<file path="config.mk">
export PLATFORM = sky130hd
export DESIGN_NAME = arp_cache_resolver
export DESIGN_NICKNAME = d
export VERILOG_FILES = /design/src/hw/rtl/arpcr_pkg.sv /design/src/hw/rtl/arpcr_datapath.sv /design/src/hw/rtl/arpcr_ctrl.sv /design/src/hw/rtl/arp_cache_resolver.sv
export VERILOG_INCLUDE_DIRS = /design/src /design/src/hw/rtl
export SDC_FILE = /design/constraint.sdc
export NUM_CORES = 1
export LEC_CHECK = 0
export BUFFER_PORTS_ARGS = -buffer_cell sky130_fd_sc_hd__buf_4
export CORE_UTILIZATION = 60
export CTS_CLUSTER_SIZE = 10
export DETAILED_ROUTE_END_ITERATION = 12
export PLACE_DENSITY_LB_ADDON = 0.1
export REMOVE_ABC_BUFFERS = 1
export SLEW_MARGIN = 40
export SYNTH_ARGS = -nofsm -noshare
export SYNTH_HDL_FRONTEND = slang
export SYNTH_SLANG_ARGS = --single-unit
</file>
<file path="constraint.sdc">
create_clock -name clk -period 11.5 [get_ports clk]
set_clock_uncertainty 0.05 [all_clocks]
set_input_delay 1.15 -clock clk [delete_from_list [all_inputs] [get_ports clk]]
set_output_delay 1.15 -clock clk [all_outputs]
set_load 0.02 [all_outputs]
</file>
<file path="src/hw/rtl/arp_cache_resolver_assert.svh">
// assertion macros for the address-resolution cache engine
`ifndef ARP_CACHE_RESOLVER_ASSERT_SVH
`define ARP_CACHE_RESOLVER_ASSERT_SVH

`ifndef SYNTHESIS

// same-cycle implication, sampled on clk, off during reset
`define ARPCR_ASSERT_NOW(label, ante, cons) \
    label: assert property (@(posedge clk) disable iff (!rst_n) (ante) |-> (cons)) \
        else $error("arp cache resolver: same-cycle check failed");

// next-cycle implication, sampled on clk, off during reset
`define ARPCR_ASSERT_NEXT(label, ante, cons) \
    label: assert property (@(posedge clk) disable iff (!rst_n) (ante) |=> (cons)) \
        else $error("arp cache resolver: next-cycle check failed");

`else

`define ARPCR_ASSERT_NOW(label, ante, cons)
`define ARPCR_ASSERT_NEXT(label, ante, cons)

`endif

`endif

</file>
<file path="src/hw/rtl/arpcr_pkg.sv">
// shared types and constants for the address-resolution cache engine
`default_nettype none

package arpcr_pkg;

    localparam int MIP_W      = 8;
    localparam int MAC_W      = 48;
    localparam int IF_W       = 3;
    localparam int LEN_W      = 11;
    localparam int STATUS_W   = 3;
    localparam int CFG_IDX_W  = 2;
    localparam int CFG_DATA_W = 8;

    localparam logic [LEN_W-1:0] MIN_PAYLOAD = 11'd2;

    // configuration register indexes
    localparam logic [CFG_IDX_W-1:0] CFG_LOCAL_ADDRESS = 2'd0;
    localparam logic [CFG_IDX_W-1:0] CFG_REQUEST_CODE  = 2'd1;
    localparam logic [CFG_IDX_W-1:0] CFG_RESPONSE_CODE = 2'd2;

    localparam logic [CFG_DATA_W-1:0] LOCAL_ADDRESS_RST = 8'd0;
    localparam logic [CFG_DATA_W-1:0] REQUEST_CODE_RST  = 8'd0;
    localparam logic [CFG_DATA_W-1:0] RESPONSE_CODE_RST = 8'd1;

    localparam logic OP_PACKET = 1'b0;
    localparam logic OP_LOOKUP = 1'b1;

    typedef enum logic [STATUS_W-1:0] {
        STATUS_IGNORED       = 3'd0,
        STATUS_SEND_RESPONSE = 3'd1,
        STATUS_RESOLVED      = 3'd2,
        STATUS_TOO_SHORT     = 3'd3,
        STATUS_UNKNOWN_KIND  = 3'd4,
        STATUS_HIT           = 3'd5,
        STATUS_MISS          = 3'd6
    } status_t;

    typedef enum logic [1:0] {
        ACT_NONE   = 2'd0,
        ACT_LOOKUP = 2'd1,
        ACT_LEARN  = 2'd2
    } action_t;

    typedef enum logic [1:0] {
        ST_IDLE   = 2'd0,
        ST_SEARCH = 2'd1,
        ST_WRITE  = 2'd2
    } state_t;

    typedef struct packed {
        logic load;
        logic search;
        logic write;
        logic emit;
    } dp_cmd_t;

    typedef struct packed {
        action_t action;
        logic    search_done;
    } dp_stat_t;

endpackage

`default_nettype wire

</file>
<file path="src/hw/rtl/arpcr_datapath.sv">
// datapath: config registers, item latch, cache table, search and result registers
`default_nettype none

module arpcr_datapath #(
    parameter int CACHE_ENTRIES = 16
) (
    input  wire logic                                clk,
    input  wire logic                                rst_n,
    input  wire arpcr_pkg::dp_cmd_t                  cmd,
    output arpcr_pkg::dp_stat_t                      stat,
    input  wire logic                                cfg_we,
    input  wire logic [arpcr_pkg::CFG_IDX_W-1:0]     cfg_index,
    input  wire logic [arpcr_pkg::CFG_DATA_W-1:0]    cfg_data,
    input  wire logic                                opcode,
    input  wire logic [7:0]                          arp_kind,
    input  wire logic [arpcr_pkg::MIP_W-1:0]         asked_mip,
    input  wire logic [arpcr_pkg::LEN_W-1:0]         payload_len,
    input  wire logic [arpcr_pkg::MIP_W-1:0]         sender_mip,
    input  wire logic [arpcr_pkg::MAC_W-1:0]         sender_mac,
    input  wire logic [arpcr_pkg::IF_W-1:0]          rx_interface,
    input  wire logic [arpcr_pkg::MIP_W-1:0]         lookup_mip,
    output logic                                     done,
    output logic [arpcr_pkg::STATUS_W-1:0]           status,
    output logic [arpcr_pkg::MIP_W-1:0]              out_mip,
    output logic [arpcr_pkg::MAC_W-1:0]              out_mac,
    output logic [arpcr_pkg::IF_W-1:0]               out_interface
);

    localparam int IW = (CACHE_ENTRIES > 1) ? $clog2(CACHE_ENTRIES) : 1;
    localparam int CW = $clog2(CACHE_ENTRIES + 1);
    localparam logic [CW-1:0] FULL_COUNT = CW'(CACHE_ENTRIES);

    // configuration
    logic [7:0] local_address_reg;
    logic [7:0] request_code_reg;
    logic [7:0] response_code_reg;

    always_ff @(posedge clk or negedge rst_n)
    begin
        if (!rst_n)
        begin
            local_address_reg <= arpcr_pkg::LOCAL_ADDRESS_RST;
            request_code_reg  <= arpcr_pkg::REQUEST_CODE_RST;
            response_code_reg <= arpcr_pkg::RESPONSE_CODE_RST;
        end
        else if (cfg_we)
        begin
            unique case (cfg_index)
                arpcr_pkg::CFG_LOCAL_ADDRESS: local_address_reg <= cfg_data;
                arpcr_pkg::CFG_REQUEST_CODE:  request_code_reg  <= cfg_data;
                arpcr_pkg::CFG_RESPONSE_CODE: response_code_reg <= cfg_data;
                default: ;
            endcase
        end
    end

    // classify the incoming word
    arpcr_pkg::action_t action_next;
    arpcr_pkg::status_t base_status_next;
    logic [arpcr_pkg::MIP_W-1:0] key_next;

    always_comb
    begin
        action_next      = arpcr_pkg::ACT_NONE;
        base_status_next = arpcr_pkg::STATUS_IGNORED;
        key_next         = sender_mip;
        if (opcode == arpcr_pkg::OP_LOOKUP)
        begin
            action_next = arpcr_pkg::ACT_LOOKUP;
            key_next    = lookup_mip;
        end
        else if (payload_len < arpcr_pkg::MIN_PAYLOAD)
        begin
            base_status_next = arpcr_pkg::STATUS_TOO_SHORT;
        end
        else if (arp_kind == request_code_reg)
        begin
            if (asked_mip == local_address_reg)
            begin
                action_next      = arpcr_pkg::ACT_LEARN;
                base_status_next = arpcr_pkg::STATUS_SEND_RESPONSE;
            end
        end
        else if (arp_kind == response_code_reg)
        begin
            // asked address equals sender here, so the sender key serves
            if (asked_mip == sender_mip)
            begin
                action_next      = arpcr_pkg::ACT_LEARN;
                base_status_next = arpcr_pkg::STATUS_RESOLVED;
            end
        end
        else
        begin
            base_status_next = arpcr_pkg::STATUS_UNKNOWN_KIND;
        end
    end

    arpcr_pkg::action_t          action_reg;
    arpcr_pkg::status_t          base_status_reg;
    logic [arpcr_pkg::MIP_W-1:0] key_reg;
    logic [arpcr_pkg::MAC_W-1:0] mac_reg;
    logic [arpcr_pkg::IF_W-1:0]  if_reg;

    always_ff @(posedge clk or negedge rst_n)
    begin
        if (!rst_n)
        begin
            action_reg <= arpcr_pkg::ACT_NONE;
        end
        else if (cmd.load)
        begin
            action_reg <= action_next;
        end
    end

    always_ff @(posedge clk)
    begin
        if (cmd.load)
        begin
            base_status_reg <= base_status_next;
            key_reg         <= key_next;
            mac_reg         <= sender_mac;
            if_reg          <= rx_interface;
        end
    end

    // cache table, single port, registered read
    logic [arpcr_pkg::MIP_W-1:0] mem_addr [CACHE_ENTRIES];
    logic [arpcr_pkg::MAC_W-1:0] mem_mac  [CACHE_ENTRIES];
    logic [arpcr_pkg::IF_W-1:0]  mem_if   [CACHE_ENTRIES];

    logic [arpcr_pkg::MIP_W-1:0] rd_addr_reg;
    logic [arpcr_pkg::MAC_W-1:0] rd_mac_reg;
    logic [arpcr_pkg::IF_W-1:0]  rd_if_reg;

    logic [CW-1:0] count_reg;
    logic [CW-1:0] rd_idx_reg;
    logic [IW-1:0] pend_idx_reg;
    logic          pend_reg;
    logic          hit_reg;
    logic [IW-1:0] hit_idx_reg;
    logic [arpcr_pkg::MAC_W-1:0] hit_mac_reg;
    logic [arpcr_pkg::IF_W-1:0]  hit_if_reg;

    logic          hit_now;
    logic          rd_en;
    logic          wr_en;
    logic          room;
    logic [IW-1:0] wr_idx;

    assign hit_now = pend_reg && !hit_reg && (rd_addr_reg == key_reg);
    assign rd_en   = cmd.search && (rd_idx_reg < count_reg) && !hit_reg && !hit_now;
    assign room    = count_reg < FULL_COUNT;
    assign wr_en   = cmd.write && (hit_reg || room);
    assign wr_idx  = hit_reg ? hit_idx_reg : count_reg[IW-1:0];

    always_ff @(posedge clk)
    begin
        if (wr_en)
        begin
            mem_addr[wr_idx] <= key_reg;
            mem_mac[wr_idx]  <= mac_reg;
            mem_if[wr_idx]   <= if_reg;
        end
        if (rd_en)
        begin
            rd_addr_reg <= mem_addr[rd_idx_reg[IW-1:0]];
            rd_mac_reg  <= mem_mac[rd_idx_reg[IW-1:0]];
            rd_if_reg   <= mem_if[rd_idx_reg[IW-1:0]];
        end
    end

    // walk control: one read issued per cycle, compared the cycle after
    always_ff @(posedge clk or negedge rst_n)
    begin
        if (!rst_n)
        begin
            count_reg  <= '0;
            rd_idx_reg <= '0;
            pend_reg   <= 1'b0;
            hit_reg    <= 1'b0;
        end
        else
        begin
            if (cmd.load)
            begin
                rd_idx_reg <= '0;
                pend_reg   <= 1'b0;
                hit_reg    <= 1'b0;
            end
            else
            begin
                pend_reg <= rd_en;
                if (rd_en)
                begin
                    rd_idx_reg <= rd_idx_reg + CW'(1);
                end
                if (hit_now)
                begin
                    hit_reg <= 1'b1;
                end
            end
            if (cmd.write && !hit_reg && room)
            begin
                count_reg <= count_reg + CW'(1);
            end
        end
    end

    always_ff @(posedge clk)
    begin
        if (rd_en)
        begin
            pend_idx_reg <= rd_idx_reg[IW-1:0];
        end
        if (hit_now)
        begin
            hit_idx_reg <= pend_idx_reg;
            hit_mac_reg <= rd_mac_reg;
            hit_if_reg  <= rd_if_reg;
        end
    end

    assign stat.action      = action_reg;
    assign stat.search_done = (action_reg == arpcr_pkg::ACT_NONE) || hit_reg
                              || (!pend_reg && (rd_idx_reg >= count_reg));

    // result registers
    arpcr_pkg::status_t          status_next;
    logic [arpcr_pkg::MIP_W-1:0] out_mip_next;
    logic [arpcr_pkg::MAC_W-1:0] out_mac_next;
    logic [arpcr_pkg::IF_W-1:0]  out_if_next;

    always_comb
    begin
        status_next  = base_status_reg;
        out_mip_next = '0;
        out_mac_next = '0;
        out_if_next  = '0;
        case (action_reg)
            arpcr_pkg::ACT_LOOKUP:
            begin
                if (hit_reg)
                begin
                    status_next  = arpcr_pkg::STATUS_HIT;
                    out_mip_next = key_reg;
                    out_mac_next = hit_mac_reg;
                    out_if_next  = hit_if_reg;
                end
                else
                begin
                    status_next = arpcr_pkg::STATUS_MISS;
                end
            end
            arpcr_pkg::ACT_LEARN:
            begin
                out_mip_next = key_reg;
                out_mac_next = mac_reg;
                out_if_next  = if_reg;
            end
            default: ;
        endcase
    end

    logic                             done_reg;
    logic [arpcr_pkg::STATUS_W-1:0]   status_reg;
    logic [arpcr_pkg::MIP_W-1:0]      out_mip_reg;
    logic [arpcr_pkg::MAC_W-1:0]      out_mac_reg;
    logic [arpcr_pkg::IF_W-1:0]       out_if_reg;

    always_ff @(posedge clk or negedge rst_n)
    begin
        if (!rst_n)
        begin
            done_reg <= 1'b0;
        end
        else
        begin
            done_reg <= cmd.emit;
        end
    end

    always_ff @(posedge clk)
    begin
        if (cmd.emit)
        begin
            status_reg  <= status_next;
            out_mip_reg <= out_mip_next;
            out_mac_reg <= out_mac_next;
            out_if_reg  <= out_if_next;
        end
    end

    assign done          = done_reg;
    assign status        = status_reg;
    assign out_mip       = out_mip_reg;
    assign out_mac       = out_mac_reg;
    assign out_interface = out_if_reg;

endmodule

`default_nettype wire

</file>
<file path="src/hw/rtl/arpcr_ctrl.sv">
// controller: sequences load, table walk, write-back and result strobe
`default_nettype none

module arpcr_ctrl (
    input  wire logic                 clk,
    input  wire logic                 rst_n,
    input  wire logic                 start,
    output logic                      busy,
    input  wire arpcr_pkg::dp_stat_t  stat,
    output arpcr_pkg::dp_cmd_t        cmd
);

    arpcr_pkg::state_t state_reg;
    arpcr_pkg::state_t state_next;

    always_ff @(posedge clk or negedge rst_n)
    begin
        if (!rst_n)
        begin
            state_reg <= arpcr_pkg::ST_IDLE;
        end
        else
        begin
            state_reg <= state_next;
        end
    end

    always_comb
    begin
        state_next = state_reg;
        cmd        = '0;
        unique case (state_reg)
            arpcr_pkg::ST_IDLE:
            begin
                if (start)
                begin
                    cmd.load   = 1'b1;
                    state_next = arpcr_pkg::ST_SEARCH;
                end
            end
            arpcr_pkg::ST_SEARCH:
            begin
                cmd.search = 1'b1;
                if (stat.search_done)
                begin
                    if (stat.action == arpcr_pkg::ACT_LEARN)
                    begin
                        state_next = arpcr_pkg::ST_WRITE;
                    end
                    else
                    begin
                        cmd.emit   = 1'b1;
                        state_next = arpcr_pkg::ST_IDLE;
                    end
                end
            end
            arpcr_pkg::ST_WRITE:
            begin
                cmd.write  = 1'b1;
                cmd.emit   = 1'b1;
                state_next = arpcr_pkg::ST_IDLE;
            end
            default:
            begin
                state_next = arpcr_pkg::ST_IDLE;
            end
        endcase
    end

    assign busy = (state_reg != arpcr_pkg::ST_IDLE);

endmodule

`default_nettype wire

</file>
<file path="src/hw/rtl/arp_cache_resolver.sv">
// words that need no table walk are loaded, pass the search state and get a registered done
// table walk: one entry read per cycle from the single-port cache table, stopping at a
// hit or after the last stored entry; a learn then passes the write-back state
// a new start is taken in the cycle done is high; the receiver cannot stall results
// reset clears the entry count and sets the config registers to their reset values, table contents stay unwritten
`default_nettype none
`include "arp_cache_resolver_assert.svh"

module arp_cache_resolver #(
    parameter int CACHE_ENTRIES = 16
) (
    input  wire logic                                clk,
    input  wire logic                                rst_n,
    input  wire logic                                start,
    output logic                                     busy,
    input  wire logic                                cfg_we,
    input  wire logic [arpcr_pkg::CFG_IDX_W-1:0]     cfg_index,
    input  wire logic [arpcr_pkg::CFG_DATA_W-1:0]    cfg_data,
    input  wire logic                                opcode,
    input  wire logic [7:0]                          arp_kind,
    input  wire logic [arpcr_pkg::MIP_W-1:0]         asked_mip,
    input  wire logic [arpcr_pkg::LEN_W-1:0]         payload_len,
    input  wire logic [arpcr_pkg::MIP_W-1:0]         sender_mip,
    input  wire logic [arpcr_pkg::MAC_W-1:0]         sender_mac,
    input  wire logic [arpcr_pkg::IF_W-1:0]          rx_interface,
    input  wire logic [arpcr_pkg::MIP_W-1:0]         lookup_mip,
    output logic                                     done,
    output logic [arpcr_pkg::STATUS_W-1:0]           status,
    output logic [arpcr_pkg::MIP_W-1:0]              out_mip,
    output logic [arpcr_pkg::MAC_W-1:0]              out_mac,
    output logic [arpcr_pkg::IF_W-1:0]               out_interface
);

    arpcr_pkg::dp_cmd_t  cmd;
    arpcr_pkg::dp_stat_t stat;

    arpcr_ctrl u_ctrl (
        .clk   (clk),
        .rst_n (rst_n),
        .start (start),
        .busy  (busy),
        .stat  (stat),
        .cmd   (cmd)
    );

    arpcr_datapath #(
        .CACHE_ENTRIES (CACHE_ENTRIES)
    ) u_datapath (
        .clk           (clk),
        .rst_n         (rst_n),
        .cmd           (cmd),
        .stat          (stat),
        .cfg_we        (cfg_we),
        .cfg_index     (cfg_index),
        .cfg_data      (cfg_data),
        .opcode        (opcode),
        .arp_kind      (arp_kind),
        .asked_mip     (asked_mip),
        .payload_len   (payload_len),
        .sender_mip    (sender_mip),
        .sender_mac    (sender_mac),
        .rx_interface  (rx_interface),
        .lookup_mip    (lookup_mip),
        .done          (done),
        .status        (status),
        .out_mip       (out_mip),
        .out_mac       (out_mac),
        .out_interface (out_interface)
    );

    // result word only appears once the controller is back in idle
    `ARPCR_ASSERT_NOW(a_done_idle, done, !busy)
    // an accepted word always occupies the engine the cycle after
    `ARPCR_ASSERT_NEXT(a_start_busy, start && !busy, busy)
    // exactly one strobe per word, never two in a row
    `ARPCR_ASSERT_NEXT(a_done_single, done, !done)
    // write-back always ends in a result strobe
    `ARPCR_ASSERT_NEXT(a_write_emits, cmd.write, done)

endmodule

`default_nettype wire
</file>
==> metrics.cfg <==
[outcome]
status = finished, final reports clean

[synthesis]
synth_edf_count = 1186
ys_ff_latch = 1227
post_synth_num_cell_types = 48
netlist_top_cells_area = edfxtp_1 (76%), mux4_2 (11%), dfrtp_1 (2.1%)
ys_warn_count = 0
synthesis.area_sq_mm = 0.04669
synth_top_area_frac = 0.7627
synth.avg_cell_area_sq_um = 21.83
synth_flop_cell = edfxtp_1
ys_seq_area_frac = 0.7847
ys_async_sr_fraction = 0.03341
synth_largest_area_cell = edfxtp_1
synth_cells = 2139

[grt]
overflow = 0
antenna_found_initial = 0
grt_max_degree = 113
grt_pass1_vias = 23280
grt_usage = 0.2629
grt_first_pass_wirelength_mm = 147.8

[routing]
wl_per_cell_um = 28.79
viasPerCell = 6.359
dr.pass1.iters = 5
num_vias = 22020
drc = 0
antenna_left = 0
top_layer = met4
wl_mm = 99.70
routed-wl-met3_mm = 7.476
wl_met1_mm = 40.41
dr_wl_met2_mm = 49.63
drtIter0Drc = 2082

[worst_setup_path]
slowest_stage = dfrtp_4
crit_top_cell = buf_4
path_buf_inv = 3
worstPathRequired_ns = 11.89
critPathLaunch = u_datapath.rd_idx_reg[1]
reg2regPathDepth = 6
crit_family = buffers and inverters
cp.arrival_ns = 4.71
critical_path.max_stage_delay_ns = 0.84
regToRegEndpoint = u_datapath.rd_mac_reg[20]
rrSetupSlack_ns = 7.18
path_class = reg -> reg
r2r-start = u_datapath.rd_idx_reg[1]
path_cells = buf_4 > buf_4 > buf_4 > mux4_2 > mux2i_1 > a21oi_1
crit_path_end_kind = register
worstPathMaxFanout = 57
startpoint_type = register
crit_cells = 6

[die]
die_y_um = 281.0
ios = 173
dieWidth_um = 281.0
row_count = 101
core_sq_mm = 0.07645
dieArea_sq_mm = 0.07894
initial_core_util = 0.6107

[finish]
final_area_sq_mm = 0.05335
areaGrowthSynthToFinish_pct = 14.26
largest-register = u_datapath.mem_mac
nets = 2521
mostFrequentLayoutCells = edfxtp_1 (1186), mux4_2 (236), buf_4 (198), clkbuf_16 (145), nor2b_1 (112)
largestRegisters = u_datapath.mem_mac (768), u_datapath.mem_addr (128)
fillers = 4643
antenna_cells = 0
drive_above_1_share = 0.2865
largest_reg_flops = 768
final_common_cell = edfxtp_1
final_cells = 3463

[placement]
gp_congestion = 0.7561
place_area_sq_mm = 0.04945
dp_hpwl_mm = 49.98
dp_cells = 3285
port_buffers = 171

[clock_network]
clk_path_buf_depth = 3
root_buffer = clkbuf_16
cts_made_buffers = 141
cts_tree = done
cts_resized = 0
cts_num_sinks = 1227
post_cts_buffers = 0
htree_num_levels = 4
cts.clk_slew.worst_paths_ns = 0.06
clock_latency_ns = 0.71
cts_hold_buf = 0

[sta]
period_minus_slack_ns = 4.320
timing.fmax_mhz = 231.5
period_share = 0.3757
tightest_slew_ns = 0.8418
slew_viol_final = 0
hold_viol = 0
rsz0062_at_grt = no
slew_headroom = 0.4388
setup_violations = 0

[min_path]
hold_class = in -> async

[power]
peakVddDrop_v = 0.0001569
p_per_area_mw_per_mm2 = 222.9
power.total_w = 0.01189
p_leak_nw = 16.73

[job]
maxCapViolCount = 0

[how the worst max path moves through the flow]
stage / end / slack, ns
after floorplan: u_datapath.done / -3.76
after global placement: u_datapath.rd_mac_reg[20] / 7.23
final: u_datapath.rd_mac_reg[20] / 7.18
after CTS: u_datapath.rd_mac_reg[20] / 7.18
after detailed placement: u_datapath.rd_mac_reg[20] / 7.21
after global routing: u_datapath.rd_mac_reg[20] / 7.04
[power by group]
| group | leakage (nW) | total (W) | internal, W | switching (W) |
|---|---|---|---|---|
| sequential | 11.2 | 0.00586 | 0.00554 | 0.000319 |
| clock | 1.89 | 0.00389 | 0.00226 | 0.00163 |
| combinational | 3.60 | 0.00215 | 0.000949 | 0.00120 |
| total | 16.7 | 0.0119 | 0.00875 | 0.00314 |
[layer usage]
layer / global-route usage / vias up
met1: 0.3690 / 11640
met4: 0.08043 / 0
met2: 0.4213 / 900
li1: - / 9318
met3: 0.05420 / 165
met5: 0 / -
[area by class of cell]
cell class,instances,area [sq um],share of cell area
clock buffer,166,3717,0.06967
multi-input combinational,792,9605,0.1800
timing repair buffer,224,1873,0.03511
clock inverter,11,160.2,0.003002
tap,1030,1289,0.02416
sequential,1227,36660,0.6871
inverter,13,51.30,0.0009615
[Yosys cell counts, types with 2 or more instances]
library cell,number
dfrtp_1,40
mux2i_1,62
and2_1,9
o21ai_0,4
nand4_1,7
a21o_1,2
buf_2,17
buf_4,6
inv_1,13
nand2_1,17
clkbuf_1,62
ha_1,13
nand3b_1,3
mux4_2,236
a211oi_1,44
buf_6,16
a22oi_1,52
a31oi_1,3
mux2_2,33
edfxtp_1,1186
buf_1,6
nor2b_1,112
nor4_1,10
nand3_1,7
nor3_2,2
a21oi_1,69
xnor2_1,29
nor2_1,29
xor2_1,17
a211oi_2,15
[cells by family after synthesis]
logic type               synth area share
AO/OA/AOI/OAI                     0.03009
XOR/XNOR                         0.008628
adder cells (fa/ha/maj)          0.003484
buffers and inverters             0.01316
flip-flops                         0.7847
multiplexers                       0.1351
AND/OR/NAND/NOR                   0.02481
[worst reg2reg max path, cell delays in order, from the launching register on]
cell and delay [ns]:
dfrtp_4 0.84, buf_4 0.77, buf_4 0.79, buf_4 0.82
mux4_2 0.49, mux2i_1 0.19, a21oi_1 0.09
[per-stage QoR]
step / hold slack [ns] / utilization / setup WS [ns] / TNS [ns]
after detailed placement: 0.3545 / 0.6468 / 7.214 / 0
final: 0.3561 / 0.6978 / 7.180 / 0
after global routing: 0.3723 / 0.6978 / 7.039 / 0
after CTS: 0.3458 / 0.6975 / 7.178 / 0
after floorplan: 0.3503 / - / -3.762 / -235.59
after global placement: 0.3509 / 0.6435 / 7.235 / 0
Note: power is estimated with default switching activity, not from simulation.
